File: src/sv/aelb_pkg.sv
// Shared types, codes and constants for the aging error log buffer.
`default_nettype none

package aelb_pkg;

  // Default number of record slots
  localparam int DEPTH_DEF = 16;

  // Operation codes carried in the input mode field
  localparam logic [2:0] MODE_INIT  = 3'd0;
  localparam logic [2:0] MODE_ADD   = 3'd1;
  localparam logic [2:0] MODE_TICK  = 3'd2;
  localparam logic [2:0] MODE_CLEAR = 3'd3;
  localparam logic [2:0] MODE_READ  = 3'd4;

  // Configuration register indexes
  localparam logic [1:0] CFG_MAX_AGE   = 2'd0;
  localparam logic [1:0] CFG_NEW_AGE   = 2'd1;
  localparam logic [1:0] CFG_EMPTY_AGE = 2'd2;

  // Configuration reset values
  localparam logic [15:0] MAX_AGE_RST   = 16'd15;
  localparam logic [15:0] NEW_AGE_RST   = 16'd0;
  localparam logic [15:0] EMPTY_AGE_RST = 16'hFFFF;

  // Stream payload widths (tdata in whole bytes)
  localparam int IN_TDATA_W  = 56;
  localparam int IN_TUSER_W  = 3;
  localparam int OUT_TDATA_W = 80;
  localparam int OUT_TUSER_W = 2;

  // One stored record, age in the low bits
  typedef struct packed {
    logic [7:0]  func;
    logic [7:0]  unit;
    logic [31:0] code;
    logic [15:0] age;
  } rec_t;

  // Configuration register file contents
  typedef struct packed {
    logic [15:0] max_age;
    logic [15:0] new_age;
    logic [15:0] empty_age;
  } cfg_t;

endpackage

`default_nettype wire

File: src/sv/aelb_ram.sv
// Generic simple dual-port RAM with registered read.
`default_nettype none

module aelb_ram #(
  parameter int WIDTH = 64,
  parameter int DEPTH = 16
) (
  input  wire logic                     clk,
  input  wire logic                     we,
  input  wire logic [$clog2(DEPTH)-1:0] waddr,
  input  wire logic [WIDTH-1:0]         wdata,
  input  wire logic                     re,
  input  wire logic [$clog2(DEPTH)-1:0] raddr,
  output logic      [WIDTH-1:0]         rdata
);

  logic [WIDTH-1:0] mem [DEPTH];

  // Write port
  always_ff @(posedge clk) begin
    if (we) begin
      mem[waddr] <= wdata;
    end
  end

  // Registered read port
  always_ff @(posedge clk) begin
    if (re) begin
      rdata <= mem[raddr];
    end
  end

endmodule

`default_nettype wire

File: src/sv/aelb_cfg.sv
// Configuration register file: max, new and empty record ages.
`default_nettype none

module aelb_cfg (
  input  wire logic          clk,
  input  wire logic          rst_n,
  input  wire logic          wr_en,
  input  wire logic [1:0]    wr_index,
  input  wire logic [15:0]   wr_data,
  output aelb_pkg::cfg_t     cfg
);

  import aelb_pkg::*;

  cfg_t cfg_r, cfg_nxt;

  // Register decode; an index past the list is dropped
  always_comb begin
    cfg_nxt = cfg_r;
    if (wr_en) begin
      unique case (wr_index)
        CFG_MAX_AGE:   cfg_nxt.max_age   = wr_data;
        CFG_NEW_AGE:   cfg_nxt.new_age   = wr_data;
        CFG_EMPTY_AGE: cfg_nxt.empty_age = wr_data;
        default:       cfg_nxt = cfg_r;
      endcase
    end
  end

  always_ff @(posedge clk) begin
    if (!rst_n) begin
      cfg_r.max_age   <= MAX_AGE_RST;
      cfg_r.new_age   <= NEW_AGE_RST;
      cfg_r.empty_age <= EMPTY_AGE_RST;
    end else begin
      cfg_r <= cfg_nxt;
    end
  end

  assign cfg = cfg_r;

endmodule

`default_nettype wire

File: src/sv/aging_error_log_buffer.sv
// Aging error log buffer: ring of error records kept in one RAM, read-modify-write sequencer.
//
//  channel | ports             | dir | payload
//  --------+-------------------+-----+---------------------------------------------
//  in      | in_tvalid/tready  | in  | tdata: error, unit, function, read index
//          |                   |     | tuser: mode
//  out     | out_tvalid/tready | out | tdata: record fields, count, next slot
//          |                   |     | tuser: status, duplicate flag
//  cfg     | cfg_valid/ready   | in  | cfg_index, cfg_data (always ready)
//
// One item at a time. Add, tick and clear sweep the record RAM once through its single read
// port and write back each slot in the cycle after its read, then load the result register.
// Init writes every slot; read fetches one slot, and other modes go straight to the result.
// After reset a clearing pass fills the RAM before the first item is taken.
// A result waiting on out_tready holds the sequencer in its last step; in_tready is low
// while an item is in work.
`default_nettype none

module aging_error_log_buffer #(
  parameter int DEPTH = aelb_pkg::DEPTH_DEF
) (
  input  wire logic                            clk,
  input  wire logic                            rst_n,
  // in_tdata: [31:0] error_code, [39:32] unit_code, [47:40] function_code,
  //           [51:48] read_index, [55:52] zero
  input  wire logic [aelb_pkg::IN_TDATA_W-1:0] in_tdata,
  // in_tuser: [2:0] mode
  input  wire logic [aelb_pkg::IN_TUSER_W-1:0] in_tuser,
  input  wire logic                            in_tvalid,
  output logic                                 in_tready,
  // out_tdata: [15:0] rec_age, [47:16] rec_error, [55:48] rec_unit,
  //            [63:56] rec_function, [68:64] record_count, [72:69] next_slot,
  //            [79:73] zero
  output logic [aelb_pkg::OUT_TDATA_W-1:0]     out_tdata,
  // out_tuser: [0] status, [1] was_duplicate
  output logic [aelb_pkg::OUT_TUSER_W-1:0]     out_tuser,
  output logic                                 out_tvalid,
  input  wire logic                            out_tready,
  input  wire logic                            cfg_valid,
  output logic                                 cfg_ready,
  input  wire logic [1:0]                      cfg_index,
  input  wire logic [15:0]                     cfg_data
);

  import aelb_pkg::*;

  localparam int AW = $clog2(DEPTH);
  localparam int CW = $clog2(DEPTH + 1);

  // Sequencer states
  localparam logic [2:0] S_FILL = 3'd0;
  localparam logic [2:0] S_IDLE = 3'd1;
  localparam logic [2:0] S_SCAN = 3'd2;
  localparam logic [2:0] S_RD   = 3'd3;
  localparam logic [2:0] S_RDD  = 3'd4;
  localparam logic [2:0] S_PUSH = 3'd5;

  cfg_t cfg;

  // Configuration registers
  assign cfg_ready = 1'b1;

  aelb_cfg u_cfg (
    .clk      (clk),
    .rst_n    (rst_n),
    .wr_en    (cfg_valid & cfg_ready),
    .wr_index (cfg_index),
    .wr_data  (cfg_data),
    .cfg      (cfg)
  );

  // Record RAM
  logic          ram_we, ram_re;
  logic [AW-1:0] ram_waddr, ram_raddr;
  rec_t          ram_wdata, ram_rdata;

  aelb_ram #(
    .WIDTH ($bits(rec_t)),
    .DEPTH (DEPTH)
  ) u_ram (
    .clk   (clk),
    .we    (ram_we),
    .waddr (ram_waddr),
    .wdata (ram_wdata),
    .re    (ram_re),
    .raddr (ram_raddr),
    .rdata (ram_rdata)
  );

  // Sequencer and log state
  logic [2:0]    state_r, state_nxt;
  logic [CW-1:0] cnt_r, cnt_nxt;
  logic          pend_r, pend_nxt;
  logic [AW-1:0] pend_idx_r, pend_idx_nxt;
  logic [2:0]    op_r, op_nxt;
  logic [31:0]   code_r, code_nxt;
  logic [7:0]    unit_r, unit_nxt;
  logic [7:0]    func_r, func_nxt;
  logic [3:0]    ridx_r, ridx_nxt;
  logic          found_r, found_nxt;
  logic [CW-1:0] tally_r, tally_nxt;
  logic [15:0]   fill_age_r, fill_age_nxt;
  logic          fill_init_r, fill_init_nxt;
  logic [AW-1:0] slot_r, slot_nxt;
  logic [CW-1:0] held_r, held_nxt;
  logic          res_status_r, res_status_nxt;
  logic          res_dup_r, res_dup_nxt;
  rec_t          res_rec_r, res_rec_nxt;

  // Output register
  logic          out_valid_r, out_valid_nxt;
  logic          out_status_r, out_status_nxt;
  logic          out_dup_r, out_dup_nxt;
  rec_t          out_rec_r, out_rec_nxt;
  logic [4:0]    out_count_r, out_count_nxt;
  logic [3:0]    out_slot_r, out_slot_nxt;

  logic          in_xfer, scan_last, rec_match, rd_in_range;
  logic [2:0]    in_mode;
  logic [31:0]   in_code;
  logic [7:0]    in_unit, in_func;

  assign in_tready = (state_r == S_IDLE);
  assign in_xfer   = in_tvalid & in_tready;
  assign in_mode   = in_tuser[2:0];
  assign in_code   = in_tdata[31:0];
  assign in_unit   = in_tdata[39:32];
  assign in_func   = in_tdata[47:40];
  assign scan_last = (cnt_r == CW'(DEPTH));
  assign rec_match = (ram_rdata.code == code_r) && (ram_rdata.unit == unit_r) &&
                     (ram_rdata.func == func_r) && (ram_rdata.age == cfg.new_age);
  assign rd_in_range = (32'(ridx_r) < DEPTH);

  // Next-state logic
  always_comb begin
    state_nxt      = state_r;
    cnt_nxt        = cnt_r;
    pend_nxt       = pend_r;
    pend_idx_nxt   = pend_idx_r;
    op_nxt         = op_r;
    code_nxt       = code_r;
    unit_nxt       = unit_r;
    func_nxt       = func_r;
    ridx_nxt       = ridx_r;
    found_nxt      = found_r;
    tally_nxt      = tally_r;
    fill_age_nxt   = fill_age_r;
    fill_init_nxt  = fill_init_r;
    slot_nxt       = slot_r;
    held_nxt       = held_r;
    res_status_nxt = res_status_r;
    res_dup_nxt    = res_dup_r;
    res_rec_nxt    = res_rec_r;
    out_valid_nxt  = out_valid_r & ~out_tready;
    out_status_nxt = out_status_r;
    out_dup_nxt    = out_dup_r;
    out_rec_nxt    = out_rec_r;
    out_count_nxt  = out_count_r;
    out_slot_nxt   = out_slot_r;
    ram_we         = 1'b0;
    ram_waddr      = pend_idx_r;
    ram_wdata      = ram_rdata;
    ram_re         = 1'b0;
    ram_raddr      = cnt_r[AW-1:0];

    unique case (state_r)
      // Write an empty record into every slot
      S_FILL: begin
        ram_we         = 1'b1;
        ram_waddr      = cnt_r[AW-1:0];
        ram_wdata      = '0;
        ram_wdata.age  = fill_age_r;
        cnt_nxt        = cnt_r + 1'b1;
        if (cnt_r == CW'(DEPTH - 1)) begin
          slot_nxt  = '0;
          held_nxt  = '0;
          state_nxt = fill_init_r ? S_PUSH : S_IDLE;
        end
      end

      // Take an item and dispatch on its mode
      S_IDLE: begin
        if (in_xfer) begin
          op_nxt         = in_mode;
          code_nxt       = in_code;
          unit_nxt       = in_unit;
          func_nxt       = in_func;
          ridx_nxt       = in_tdata[51:48];
          cnt_nxt        = '0;
          pend_nxt       = 1'b0;
          found_nxt      = 1'b0;
          tally_nxt      = '0;
          res_status_nxt = 1'b0;
          res_dup_nxt    = 1'b0;
          res_rec_nxt    = '0;
          unique case (in_mode)
            MODE_INIT: begin
              fill_age_nxt  = cfg.empty_age;
              fill_init_nxt = 1'b1;
              state_nxt     = S_FILL;
            end
            MODE_ADD: begin
              if (in_code == '0 || in_unit == '0 || in_func == '0) begin
                res_status_nxt = 1'b1;
                state_nxt      = S_PUSH;
              end else begin
                state_nxt = S_SCAN;
              end
            end
            MODE_TICK, MODE_CLEAR: state_nxt = S_SCAN;
            MODE_READ:             state_nxt = S_RD;
            default:               state_nxt = S_PUSH;
          endcase
        end
      end

      // Sweep: read slot cnt, modify and write back the slot read last cycle
      S_SCAN: begin
        if (!scan_last) begin
          ram_re  = 1'b1;
          cnt_nxt = cnt_r + 1'b1;
        end
        pend_nxt     = !scan_last;
        pend_idx_nxt = cnt_r[AW-1:0];
        if (pend_r) begin
          priority case (op_r)
            MODE_TICK: begin
              if (ram_rdata.age < cfg.max_age) begin
                ram_we        = 1'b1;
                ram_wdata.age = ram_rdata.age + 16'd1;
              end
            end
            MODE_CLEAR: begin
              if (ram_rdata.age < cfg.max_age) begin
                tally_nxt = tally_r + 1'b1;
              end else if (ram_rdata.age == cfg.max_age) begin
                ram_we        = 1'b1;
                ram_wdata     = '0;
                ram_wdata.age = cfg.empty_age;
              end
            end
            MODE_ADD: begin
              found_nxt = found_r | rec_match;
            end
            default: ;
          endcase
        end
        if (scan_last) begin
          state_nxt = S_PUSH;
          priority case (op_r)
            MODE_CLEAR: begin
              held_nxt = tally_nxt;
              if (tally_nxt == '0) begin
                slot_nxt = '0;
              end
            end
            MODE_ADD: begin
              if (found_nxt) begin
                res_dup_nxt = 1'b1;
              end else begin
                ram_we         = 1'b1;
                ram_waddr      = slot_r;
                ram_wdata.age  = cfg.new_age;
                ram_wdata.code = code_r;
                ram_wdata.unit = unit_r;
                ram_wdata.func = func_r;
                if (held_r < CW'(DEPTH)) begin
                  held_nxt = held_r + 1'b1;
                end
                slot_nxt = (slot_r == AW'(DEPTH - 1)) ? '0 : slot_r + 1'b1;
              end
            end
            default: ;
          endcase
        end
      end

      // Single record read
      S_RD: begin
        ram_re    = 1'b1;
        ram_raddr = AW'(ridx_r);
        state_nxt = S_RDD;
      end

      S_RDD: begin
        if (rd_in_range) begin
          res_rec_nxt = ram_rdata;
        end
        state_nxt = S_PUSH;
      end

      // Hand the result to the output register once it is free
      S_PUSH: begin
        if (!out_valid_r || out_tready) begin
          out_valid_nxt  = 1'b1;
          out_status_nxt = res_status_r;
          out_dup_nxt    = res_dup_r;
          out_rec_nxt    = res_rec_r;
          out_count_nxt  = 5'(held_r);
          out_slot_nxt   = 4'(slot_r);
          state_nxt      = S_IDLE;
        end
      end

      default: state_nxt = S_IDLE;
    endcase
  end

  // Control registers
  always_ff @(posedge clk) begin
    if (!rst_n) begin
      state_r     <= S_FILL;
      cnt_r       <= '0;
      pend_r      <= 1'b0;
      fill_age_r  <= EMPTY_AGE_RST;
      fill_init_r <= 1'b0;
      slot_r      <= '0;
      held_r      <= '0;
      out_valid_r <= 1'b0;
    end else begin
      state_r     <= state_nxt;
      cnt_r       <= cnt_nxt;
      pend_r      <= pend_nxt;
      fill_age_r  <= fill_age_nxt;
      fill_init_r <= fill_init_nxt;
      slot_r      <= slot_nxt;
      held_r      <= held_nxt;
      out_valid_r <= out_valid_nxt;
    end
  end

  // Payload registers
  always_ff @(posedge clk) begin
    pend_idx_r   <= pend_idx_nxt;
    op_r         <= op_nxt;
    code_r       <= code_nxt;
    unit_r       <= unit_nxt;
    func_r       <= func_nxt;
    ridx_r       <= ridx_nxt;
    found_r      <= found_nxt;
    tally_r      <= tally_nxt;
    res_status_r <= res_status_nxt;
    res_dup_r    <= res_dup_nxt;
    res_rec_r    <= res_rec_nxt;
    out_status_r <= out_status_nxt;
    out_dup_r    <= out_dup_nxt;
    out_rec_r    <= out_rec_nxt;
    out_count_r  <= out_count_nxt;
    out_slot_r   <= out_slot_nxt;
  end

  // Output packing
  assign out_tvalid = out_valid_r;
  assign out_tuser  = {out_dup_r, out_status_r};
  assign out_tdata  = {7'd0, out_slot_r, out_count_r, out_rec_r};

`ifndef SYNTHESIS
  // The write-back trails the read, so one slot is never read and written together
  a_no_rw_same_slot: assert property (@(posedge clk) disable iff (!rst_n)
    ram_we && ram_re |-> ram_waddr != ram_raddr)
    else $error("record RAM read and written at the same slot");

  a_held_bound: assert property (@(posedge clk) disable iff (!rst_n)
    held_r <= CW'(DEPTH))
    else $error("record count above ring depth");

  a_busy_after_take: assert property (@(posedge clk) disable iff (!rst_n)
    in_tvalid && in_tready |=> !in_tready)
    else $error("second item taken before the first finished");

  a_push_loads_out: assert property (@(posedge clk) disable iff (!rst_n)
    (state_r == S_PUSH) && (!out_valid_r || out_tready) |=> out_valid_r)
    else $error("finished result not presented");
`endif

endmodule

`default_nettype wire
File: config.mk
export PLATFORM = sky130hd
export DESIGN_NAME = aging_error_log_buffer
export DESIGN_NICKNAME = d
export VERILOG_FILES = /design/src/sv/aelb_pkg.sv /design/src/sv/aelb_ram.sv /design/src/sv/aelb_cfg.sv /design/src/sv/aging_error_log_buffer.sv
export SDC_FILE = /design/constraint.sdc
export NUM_CORES = 2
export LEC_CHECK = 0
export BUFFER_PORTS_ARGS = -buffer_cell sky130_fd_sc_hd__buf_2
export CAP_MARGIN = 20
export CORE_ASPECT_RATIO = 1.2
export CORE_MARGIN = 2
export CORE_UTILIZATION = 40
export CTS_BUF_LIST = sky130_fd_sc_hd__clkbuf_2
export DETAILED_ROUTE_END_ITERATION = 8
export GPL_TIMING_DRIVEN = 0
export SETUP_SLACK_MARGIN = 0.4
export SYNTH_ARGS = -nofsm -noshare
export SYNTH_HDL_FRONTEND = slang
export SYNTH_SLANG_ARGS = --single-unit
File: constraint.sdc
create_clock -name clk -period 13.6 [get_ports clk]
set_input_delay 0.68 -clock clk [delete_from_list [all_inputs] [get_ports clk]]
set_output_delay 0.68 -clock clk [all_outputs]
set_load 0.005 [all_outputs]
* Yosys cells after proc, flatten, opt, wreduce, memory -nomap -nowiden
Memories as Yosys holds them, arrays and structs flattened. A register that Yosys moved wholly into a read port is not among the register bits. Index checks and enable logic that the tools add are counted.
Word-level totals: flip-flop bits (word level) 290, RAM bits 1024, output and inout bits 85, word-level logic and storage cells 183, memories 1
Memories:
- u_ram.mem | words 16, bits a word 64, rd ports 1, clocked after Yosys merged registers in 1, wr ports 1, RTL line aelb_ram.sv:17 | logic [WIDTH-1:0] mem [DEPTH];
Operators by class: add/subtract/negate cells 5, magnitude comparators 2, equality and inequality tests 33, multiplexer cells 72, bitwise logic cells 4, reductions and logical operators 33
Operators by type and width (count):
- 2-to-1 mux 64 bit | 7
- one-hot mux 64 bit (2 select lines) | 2
- 2-to-1 mux 5 bit | 10
- 2-to-1 mux 48 bit | 1
- 2-to-1 mux 4 bit | 9
- equality test 16 bit | 2
- equality test 32 bit | 1
- logical NOT 32 bit | 1
- one-hot mux 16 bit (2 select lines) | 1
- one-hot mux 5 bit (2 select lines) | 3
- one-hot mux 4 bit (2 select lines) | 3
- 2-to-1 mux 1 bit | 20
- equality test 3 x 2 -> 1 bit (second input constant) | 6
- 2-to-1 mux 3 bit | 6
- one-hot mux 3 bit (6 select lines) | 1
- adder 16 x 1 -> 16 bit (second input constant) | 1
- equality test 8 bit | 2
- logical NOT 8 bit | 2
- less-than comparator 16 bit | 1
- 2-to-1 mux 16 bit | 1
- adder 5 x 1 -> 5 bit (second input constant) | 3
- one-hot mux 5 bit (3 select lines) | 1
- AND reduction 2 bit | 7
- != test 2 bit (second input constant) | 6
- 30 further kinds | 52

* Logic depth before layout (Yosys ltp)
depth in word-level cells 14, gate-level depth with buffers 12, gate-level depth less buffers 11

* Cells and area by module
Synthesis repeated with hierarchy kept, for this count alone.
Second synthesis, totals: cells, all modules 2869, area, all modules 54036.8 um^2
By module, submodules not included:
- aelb_ram | instances 1, cells an instance 1647, area an instance 40222.3 um^2
- aging_error_log_buffer | instances 1, cells an instance 1024, area an instance 11843.9 um^2
- aelb_cfg | instances 1, cells an instance 198, area an instance 1970.6 um^2

* Least setup slack after synthesis
No wires, ideal clock.
kind register to register, from register state_r[1], to register u_ram.rdata[0], read port of u_ram.mem (enable), library setup time 0.564 ns, arrival time 5.282 ns, path slack 7.754 ns, stages on the path, launching flop included 6, buffers on the path 3, period minus slack after synthesis 5.846 ns, path through dfxtp_1 buf_2 inv_1 buf_2 clkbuf_1 nor3_1
On the way: longest elaborated chain between the ends 2, elaborated cells on any way between the ends 4
Ends and longest elaborated chain:
- start, declared | RTL line aging_error_log_buffer.sv:91 | logic [2:0] state_r, state_nxt;
- start signal, assigned | RTL line aging_error_log_buffer.sv:321 | state_r <= state_nxt;
- equality test 3 x 2 -> 1 bit | RTL line aging_error_log_buffer.sv:166 | unique case (state_r)
- one-hot mux 1 bit (2 select lines) * | RTL line aging_error_log_buffer.sv:166
- named net ram_re | RTL line aging_error_log_buffer.sv:73 | logic ram_we, ram_re;
- end, declared | RTL line aelb_ram.sv:14 | output logic [WIDTH-1:0] rdata
Mark *: on every way through the listed nets, which the timed path passes. The rest lies on a longest branch. A chain may end at the register's enable or synchronous reset.

* Worst setup path after layout
from register u_ram.rdata[11], read port of u_ram.mem, to memory u_ram.mem[3][22] (enable)
On the way: longest elaborated chain between the ends 12, elaborated cells on any way between the ends 23
Ends and longest elaborated chain (RTL line):
- branches (longest 12 deep; another with less-than comparator 16 bit)
- end, declared | aelb_ram.sv:17
Parallel ways; which one is timed is not known. The select of a mux whose other input is x is not followed.

==> metrics.cfg <==
[worst_hold_path]
min-delay-path-class = input port to register

[power_and_ir_drop]
switching_share_pct = 24.6
power.clock.fraction_pct = 34.3
ir_worst_vdd_v = 0.0000683
power.net_switching_w = 0.00192
p_comb_share_pct = 6.2
internal-power_w = 0.00590
total_power_w = 0.00782
power.share.sequential_pct = 59.6
powerDensity_nw_per_um2 = 123
leakagePower_nw = 22.4

[global_routing]
gr-total-overflow = 0
wire_length_of_the_first_global_routing_pass_um = 226000
grt_max_degree = 37
number_of_global_route_vias_before_repair = 32515
groute.usage.overall_pct = 22.7
antenna_found_initial = 6

[finish]
syn_to_final_growth_pct = 17.1
most_frequent_cells_in_the_layout = sky130_fd_sc_hd__edfxtp_1 (1294), sky130_fd_sc_hd__clkbuf_2 (498), sky130_fd_sc_hd__nand2_1 (326)
fillCellCount = 11691
layout_cells_sized_above_1_pct = 27.6
layout.area.seq_sq_um = 40500
finish.net_count = 3923
multi_input_area_sq_um = 13100
mostFrequentLayoutCell = sky130_fd_sc_hd__edfxtp_1

[yosys]
synth_sequential_area_ratio_pct = 74.4
synthArstFlopShare_pct = 0
synth_area_per_cell_sq_um = 17.9
yosysWarningCount = 0
ys_dominant_reg_cell = sky130_fd_sc_hd__edfxtp_1
post_synth_inst_count = 3045
synthesis.area_sq_um = 54500
synth-edff-count = 1294
yosys.cell_types.count = 77
synth-seq-cells = 1378

[clock_network]
cts_num_sinks = 1378
clock-root-buffer = sky130_fd_sc_hd__clkbuf_2
worst_setup_hold_path_clk_slew_ps = 110
clk-insertion-delay-late_ps = 1770
ctsHtreeMaxLevel = 5
post_cts.repair.setup_buffers = 0
post_cts_hold_buffer_count = 184
cts_resized = 0
cts_made_buffers = 350
tritoncts = built
cts-root-to-sink-buffers = 4

[timing]
finalHoldViolations = 0
period_share_pct = 46.0
grt_setup_unrepaired = false
min_period_ps = 6260
tightest_slew_ps = 1150
finalSetupTns_ps = 0
finalSetupViolations = 0
finalClockSkew_ps = 251
worst_slew_margin_rel_pct = 21.1
max_freq_mhz = 160
finalMaxSlewViolations = 0

[route]
drt_pass1_iterations = 7
first_iter_violations = 4031
postRouteWirelength_um = 160000
dr_total_vias = 32670
detail_route.vias_per_cell = 5.59
drt_drc_violations_left = 0
antenna_violating_nets_post_route = 0
avgRoutedWirePerCell_um = 27.3

[floorplanning]
floorplan.rows = 148
floorplan.die.width_um = 341
dieArea_sq_um = 139000
top_level_ports = 167
start_util_pct = 40.2
core_area_sq_um = 135000
chipHeight_um = 408

[place]
io_buffers = 154
routability_driven_placement_congestion_ratio = 0.920
dp.final_hpwl_um = 105000

[worst_setup_path]
worst_ep_arrival_time_ps = 7530
cp-start-kind = register
worstPathRequired_ps = 14880
path_max_fanout = 18
timing.critical_path.to_type = register
criticalPathCategory = register to register

[status]
status = complete, no violations

[job]
max_cap_viol_count = 0

## worst paths after layout
kind	from	endpoint	slack (ps)	cells after the start
worst max-delay path	u_ram.rdata[11]	u_ram.mem[3][22]	7340	14
worst min-delay path	cfg_index[1]	u_cfg.cfg[25]	230	6
worst max register to register	u_ram.rdata[11]	u_ram.mem[3][22]	7340	14
worst min register to register	res_rec_r[46]	out_tdata[46]	340	0
## synth_stat cells, types with 19 or more instances
| master | number | area share (%) |
|---|---|---|
| sky130_fd_sc_hd__nor2_1 | 64 | 0.44 |
| sky130_fd_sc_hd__nand3_1 | 57 | 0.52 |
| sky130_fd_sc_hd__nand2_1 | 327 | 2.3 |
| sky130_fd_sc_hd__ha_1 | 23 | 0.53 |
| sky130_fd_sc_hd__nand4_1 | 24 | 0.28 |
| sky130_fd_sc_hd__inv_1 | 45 | 0.31 |
| sky130_fd_sc_hd__a31oi_1 | 71 | 0.82 |
| sky130_fd_sc_hd__nor4_1 | 21 | 0.24 |
| sky130_fd_sc_hd__mux4_2 | 256 | 11 |
| sky130_fd_sc_hd__and2_1 | 125 | 1.4 |
| sky130_fd_sc_hd__a21boi_0 | 31 | 0.43 |
| sky130_fd_sc_hd__buf_4 | 30 | 0.41 |
| sky130_fd_sc_hd__buf_2 | 41 | 0.38 |
| sky130_fd_sc_hd__nor2b_1 | 19 | 0.22 |
| sky130_fd_sc_hd__o21ai_0 | 33 | 0.30 |
| sky130_fd_sc_hd__clkbuf_1 | 100 | 0.69 |
| sky130_fd_sc_hd__edfxtp_1 | 1294 | 71 |
| sky130_fd_sc_hd__a21oi_1 | 39 | 0.36 |
| sky130_fd_sc_hd__a22o_1 | 48 | 0.77 |
| sky130_fd_sc_hd__xnor2_1 | 49 | 0.79 |
| sky130_fd_sc_hd__a211oi_1 | 71 | 0.98 |
| sky130_fd_sc_hd__dfxtp_1 | 84 | 3.1 |
## critical path, stage by stage (launching register included)
cell                        delay [ps]
sky130_fd_sc_hd__edfxtp_1          420
sky130_fd_sc_hd__buf_2             210
sky130_fd_sc_hd__xnor2_1           760
sky130_fd_sc_hd__nand4_1           510
sky130_fd_sc_hd__nor4_1            850
sky130_fd_sc_hd__and4_1            550
sky130_fd_sc_hd__a2111oi_1         190
sky130_fd_sc_hd__buf_2             330
sky130_fd_sc_hd__a21oi_1           180
sky130_fd_sc_hd__o22ai_1           160
sky130_fd_sc_hd__or2_1             390
sky130_fd_sc_hd__nor2_4            560
sky130_fd_sc_hd__buf_12            270
sky130_fd_sc_hd__buf_12            230
sky130_fd_sc_hd__buf_16            200
## logic make-up (layout without fill, tap and decap cells)
logic type               count (synthesis)  count (layout)  synth area share (%)
flip-flops                            1378            1378                  74.4
AND/OR/NAND/NOR                        711             711                  6.34
XOR/XNOR                                56              56                 0.900
other                                    2              10                0.0138
AO/OA/AOI/OAI                          384             384                  5.09
buffers and inverters                  222            1211                  1.87
multiplexers                           269             269                  10.8
adder cells (fa/ha/maj)                 23              23                 0.528
## registers in the layout, summed over array words and instances, names as in the netlist, 5 cells and up
name and flops:
cnt_r 5, code_r 32, fill_age_r 16, func_r 8, held_r 5, out_count_r 5
out_tdata 64, res_rec_r 64, tally_r 5, u_cfg.cfg 48, u_ram.mem 1024, u_ram.rdata 64
unit_r 8
## power groups by stage
| stage | logic, W | clock network, W | registers, W |
|---|---|---|---|
| after global placement | 0.000408 | 0 | 0.00477 |
| after detailed placement | 0.000439 | 0 | 0.00476 |
| after floorplan | 0.000263 | 0 | 0.00476 |
| after global routing | 0.000507 | 0.00295 | 0.00466 |
| final | 0.000482 | 0.00268 | 0.00466 |
| after CTS | 0.000482 | 0.00274 | 0.00466 |
## per-layer routing
| metal | share of wire, % | global-route usage [%] | wire, um |
|---|---|---|---|
| met5 | 0.014 | 0 | 23 |
| met4 | 3.4 | 8.93 | 5470 |
| met3 | 10 | 5.52 | 16400 |
| met2 | 46 | 34.7 | 73300 |
| met1 | 40 | 31.3 | 64600 |
## through the flow
step	hold slack [ps]	utilization [%]	cell area (sq um)	worst slack, ps	cells
finish	233	47.1	63800	7340	5842
global route	127	47.1	63800	7320	5841
CTS	12.1	47.1	63700	7540	5835
detailed placement	405	43.6	59000	7640	5077
global placement	402	42.5	57500	2230	5005
floorplan	400	-	54500	7750	3051
## final cells by class
type / instances / area share (%)
multi-input cells: 1451 / 20.5
clock inverters: 76 / 0.628
plain buffers: 177 / 1.33
clock buffers: 498 / 3.91
inverters: 45 / 0.265
diodes: 2 / 0.00785
well taps: 1800 / 3.53
flip-flops and latches: 1378 / 63.6
repair buffers: 415 / 6.23
Note: power is estimated with default switching activity, not from simulation.
